## config.mk

```make
export PLATFORM = sky130hd
export DESIGN_NAME = smt_sine
export DESIGN_NICKNAME = d
export VERILOG_FILES = /design/src/hdl/smt_pkg.sv /design/src/hdl/smt_sine.sv
export SDC_FILE = /design/constraint.sdc
export NUM_CORES = 2
export LEC_CHECK = 0
export BUFFER_PORTS_ARGS = -buffer_cell sky130_fd_sc_hd__buf_2
export CAP_MARGIN = 0
export CORE_ASPECT_RATIO = 1.4
export CORE_MARGIN = 2
export CORE_UTILIZATION = 64
export CTS_CLUSTER_SIZE = 16
export DETAILED_ROUTE_END_ITERATION = 16
export PLACE_DENSITY = 0.81
export SLEW_MARGIN = 20
export SYNTH_ARGS = -nofsm -noshare
export SYNTH_HDL_FRONTEND = slang
export SYNTH_SLANG_ARGS = --single-unit
export TNS_END_PERCENT = 20
```

## constraint.sdc

```tcl
create_clock -name clk -period 22.5 [get_ports clk]
set_clock_uncertainty 0.15 [all_clocks]
set_input_delay 1.125 -clock clk [delete_from_list [all_inputs] [get_ports clk]]
set_output_delay 1.125 -clock clk [all_outputs]
set_load 0.01 [all_outputs]
```

## src/hdl/smt_pkg.sv

```systemverilog
// Shared types, constants and tables for the swim motor target generator.
`default_nettype none
package smt_pkg;

  // configuration register indexes
  localparam logic [7:0] CFG_SIG_GAIN      = 8'd0;
  localparam logic [7:0] CFG_SIG_BIAS      = 8'd1;
  localparam logic [7:0] CFG_SEG_GAIN_0    = 8'd2;
  localparam logic [7:0] CFG_SEG_GAIN_LAST = 8'd7;

  localparam int GAIN_REGS = 6;

  // sine polynomial, Q14
  localparam logic [14:0] SIN_C1 = 15'd25736;
  localparam logic [13:0] SIN_C3 = 14'd10582;
  localparam logic [10:0] SIN_C5 = 11'd1230;

  // oscillator levels, Q12
  localparam logic signed [14:0] OSC_OFFSET = 15'sd4137;
  localparam logic signed [14:0] OSC_IDLE   = 15'sd41;
  // rostral bias weight 1.2, Q12
  localparam logic signed [14:0] BIAS_WEIGHT = 15'sd4915;

  // sigmoid breakpoints and levels, Q12
  localparam logic [29:0] SIGM_SAT   = 30'd20480;
  localparam logic [29:0] SIGM_KNEE2 = 30'd9728;
  localparam logic [29:0] SIGM_KNEE1 = 30'd4096;
  localparam logic [12:0] SIGM_ONE   = 13'd4096;
  localparam logic [12:0] SIGM_OFS2  = 13'd3456;
  localparam logic [12:0] SIGM_OFS1  = 13'd2560;
  localparam logic [12:0] SIGM_OFS0  = 13'd2048;

  // pipeline: issue feeds stage 1, sine unit covers stages 1..4, result in stage 10
  localparam int PIPE_DEPTH = 10;
  localparam int SINE_LAT   = 4;

  typedef struct packed {
    logic signed [15:0] amp_l;
    logic signed [15:0] amp_r;
    logic signed [15:0] bias_l;
    logic signed [15:0] bias_r;
    logic signed [15:0] drive_l;
    logic signed [15:0] drive_r;
    logic               bout;
  } item_t;

  // phase offset of a segment: round(seg * 65536 / 10) modulo one turn
  function automatic logic [15:0] seg_offset(input logic [3:0] seg);
    logic [15:0] off;
    case (seg)
      4'd0, 4'd10: off = 16'd0;
      4'd1, 4'd11: off = 16'd6554;
      4'd2, 4'd12: off = 16'd13107;
      4'd3, 4'd13: off = 16'd19661;
      4'd4, 4'd14: off = 16'd26214;
      4'd5, 4'd15: off = 16'd32768;
      4'd6:        off = 16'd39322;
      4'd7:        off = 16'd45875;
      4'd8:        off = 16'd52429;
      4'd9:        off = 16'd58982;
      default:     off = 16'd0;
    endcase
    return off;
  endfunction

endpackage
`default_nettype wire

```

## src/hdl/smt_sine.sv

```systemverilog
// Four-stage pipelined sine of a 16-bit turn fraction, Q12 result.
`default_nettype none
module smt_sine (
  input  wire                clk,
  input  wire                en,
  input  wire         [15:0] angle,
  output logic signed [13:0] sine
);

  logic [14:0] x;
  logic [29:0] sq;
  logic [30:0] sq_rnd;

  logic [14:0] x_a_r, x2_a_r;
  logic        neg_a_r;
  logic [14:0] x_b_r;
  logic [13:0] t1_b_r;
  logic [14:0] x2_b_r;
  logic        neg_b_r;
  logic [14:0] x_c_r, t2_c_r;
  logic        neg_c_r;
  logic signed [13:0] sine_r;

  logic [25:0] c5p;
  logic [26:0] c5p_rnd;
  logic [28:0] t1p;
  logic [29:0] t1p_rnd;
  logic [29:0] sp;
  logic [30:0] sp_rnd;
  logic [16:0] s;
  logic [17:0] s_rnd;
  logic [15:0] v;
  logic [12:0] v_clip;

  // fold into the first quadrant
  assign x      = angle[14] ? (15'd16384 - {1'b0, angle[13:0]}) : {1'b0, angle[13:0]};
  assign sq     = 30'(x) * 30'(x);
  assign sq_rnd = {1'b0, sq} + 31'd8192;

  assign c5p     = 26'(x2_a_r) * 26'(smt_pkg::SIN_C5);
  assign c5p_rnd = {1'b0, c5p} + 27'd8192;

  assign t1p     = 29'(x2_b_r) * 29'(t1_b_r);
  assign t1p_rnd = {1'b0, t1p} + 30'd8192;

  assign sp     = 30'(x_c_r) * 30'(t2_c_r);
  assign sp_rnd = {1'b0, sp} + 31'd8192;
  assign s      = sp_rnd[30:14];
  assign s_rnd  = {1'b0, s} + 18'd2;
  assign v      = s_rnd[17:2];
  assign v_clip = (v > 16'd4096) ? 13'd4096 : v[12:0];

  always_ff @(posedge clk) begin
    if (en) begin
      x_a_r   <= x;
      x2_a_r  <= sq_rnd[28:14];
      neg_a_r <= angle[15];

      x_b_r   <= x_a_r;
      x2_b_r  <= x2_a_r;
      t1_b_r  <= smt_pkg::SIN_C3 - {1'b0, c5p_rnd[26:14]};
      neg_b_r <= neg_a_r;

      x_c_r   <= x_b_r;
      t2_c_r  <= smt_pkg::SIN_C1 - t1p_rnd[28:14];
      neg_c_r <= neg_b_r;

      sine_r  <= neg_c_r ? -$signed({1'b0, v_clip}) : $signed({1'b0, v_clip});
    end
  end

  assign sine = sine_r;

endmodule
`default_nettype wire

```

==> flow_summary.yaml <==
status:
  status: "finished clean"
critical_path:
  crit_slowest_cell: "fa_1"
  critical_path_buf_inv_count: 4
  critical_path_class: "in -> reg"
  r2r_slack_ns: 12.95
  cp_max_fo: 12
  crit_end: "x2_a_r[12]$_DFFE_PP_"
  critical_path_arrival_ns: 10.13
  worst-path-stages: 29
  r2r-end: "sine[8]$_DFFE_PP_"
  end_kind: "flip-flop"
  crit_family: "adder cells"
  reg2reg_depth: 33
  startpoint: "angle[0]"
  critPathMaxStageDelay_ns: 0.58
  required_ns: 22.51
  cp_common_cell: "fa_1"
  critPathLaunchType: "primary input"
  worstReg2RegStart: "x_c_r[6]$_DFFE_PP_"
floorplan:
  core_mm2: 0.04406
  ioPinCount: 32
  initial_utilization_pct: 64.80
  num_rows: 91
  die_w_um: 182.5
  dieArea_mm2: 0.04635
  die_h_um: 253.9
clocking:
  clk_latency_ns: 0.43
  cts-htree-levels: 4
  path_clk_slew_ns: 0.06
  cts_made_buffers: 17
  cts_setup_buffers: 0
  cts_tree: "done"
  root_buffer: "clkbuf_16"
  cts_num_sinks: 121
  cts_hold_buf: 0
  clockBufferDepth: 2
  cts_resized: 0
global_route:
  grt.overflow.total: 0
  grt_pass1_vias: 23861
  grt_pass1_wl_um: 113500
  grt_max_degree: 84
  grt_antenna_before_repair: 0
  grt_use_total_pct: 31.17
timing:
  final.min_clock_period_ns: 10.11
  final-max-slew-violation-count: 0
  hold_viol: 0
  finalSetupViolations: 0
  maxSlewHeadroom_pct: 32.49
  tns_ns: 0
  holdWs_ns: 0.2622
  period_share_pct: 44.95
  fmax_mhz: 98.87
  worst_pin_slew_ns: 1.013
  rsz0062_at_grt: "no"
synth:
  synth_area_mm2: 0.02855
  synthCells: 2963
  synthFlopType: "edfxtp_1"
  ys_types: 107
  synth-edff-count: 121
  yosysMostFrequentCell: "inv_1"
  ys_warn_count: 0
  synth.largest_area_cell: "fa_1"
  avgSynthCellArea_um2: 9.637
  async_flop_share_pct: 0
  ys_seq_area_share_pct: 12.72
  synth_top_cells_by_area: "fa_1, ha_1, edfxtp_1"
  synth_common_cells: "inv_1, fa_1, ha_1"
  yosysTopAreaCellShare_pct: 35.26
  synth_seq_cells: 121
worst_hold_path:
  hold_class: "reg -> reg"
route:
  drc: 0
  dr.pass1.iters: 6
  drt_iter0_markers: 1239
  wirelength_um: 67290
  vias: 20778
  ant_nets: 0
  post_drt_via_cell_ratio: 5.911
  wl_per_cell_um: 19.14
place:
  dpl.hpwl_um: 55030
  dpl.cell_count: 3483
  portBuffers: 31
  gp_congestion: 0.9353
job:
  max_cap_viol_count: 0
layout:
  flow.area_growth_from_synthesis_pct: 4.066
  fin_util_pct: 67.44
  drive_gt1_share_pct: 4.633
  final_cells: 3515
  antennaDiodeCount: 0
  nets: 3842
## placed cells by master (no fill, tap or decap), types with 18 or more instances in the layout
master | synthesis | layout
a21o_1 | 18 | 18
a21oi_1 | 43 | 43
and2_1 | 201 | 201
and3_1 | 18 | 18
buf_2 | 3 | 30
edfxtp_1 | 121 | 121
fa_1 | 503 | 503
ha_1 | 377 | 377
inv_1 | 656 | 656
nand2_1 | 347 | 347
nand3_1 | 27 | 27
nor2_1 | 104 | 104
nor3_1 | 28 | 28
o21ai_0 | 35 | 35
xnor2_1 | 71 | 70
xor2_1 | 41 | 41
## cell type report
cell class                      count  area, um2
Multi-Input combinational cell   2108      22120
Clock buffer                       18      429.2
Sequential cell                   121       3633
Fill cell                        3270      14350
Inverter                          661       2481
Timing Repair Buffer               35      187.7
Clock inverter                     14      165.2
Tap cell                          558      698.2
## cell families after synthesis
group	Yosys count	share of synthesized area, %
AOI/OAI and AO/OA	254	6.687
xor gates and xnor gates	114	3.589
adders and majority gates	880	51.78
buffers and inverters	742	9.938
DFF	121	12.72
muxes	10	0.4075
other	2	0.02630
and+or+nand+nor	840	14.85
## flip-flops by register name (all words and copies together) (netlist names)
signal and count:
x_b_r 15, t1_b_r 14, x2_a_r 15, neg_a_r 1
t2_c_r 15, x2_b_r 15, neg_b_r 1, x_a_r 15
sine 14, neg_c_r 1, x_c_r 15
## through the flow
step | cell area, um2 | setup slack, ns
floorplan | 28580 | 13.41
global placement | 29110 | 12.42
detailed placement | 29110 | 12.13
CTS | 29710 | 12.55
global route | 29720 | 11.91
finish | 29720 | 12.39
## layer usage
layer,part of all wire (%),global-route usage (%),vias to the layer above
li1,-,-,9287
met1,34,32.07,10341
met2,54,58.90,797
met3,5.2,4.242,353
met4,7.1,20.12,0
met5,0,0,-
## worst min path at each step
stage	from	endpoint	depth (start not counted)
5_1_grt	x_b_r[8]$_DFFE_PP_	x_c_r[8]$_DFFE_PP_	0
6_report	x_b_r[8]$_DFFE_PP_	x_c_r[8]$_DFFE_PP_	0
3_3_place_gp	neg_b_r$_DFFE_PP_	neg_c_r$_DFFE_PP_	0
2_1_floorplan	neg_a_r$_DFFE_PP_	neg_b_r$_DFFE_PP_	0
4_1_cts	x_b_r[8]$_DFFE_PP_	x_c_r[8]$_DFFE_PP_	0
3_5_place_dp	x_a_r[11]$_DFFE_PP_	x_b_r[11]$_DFFE_PP_	0
Power is not shown: default switching activity piles up to over one toggle a cycle in this logic, so the estimate is an artifact.
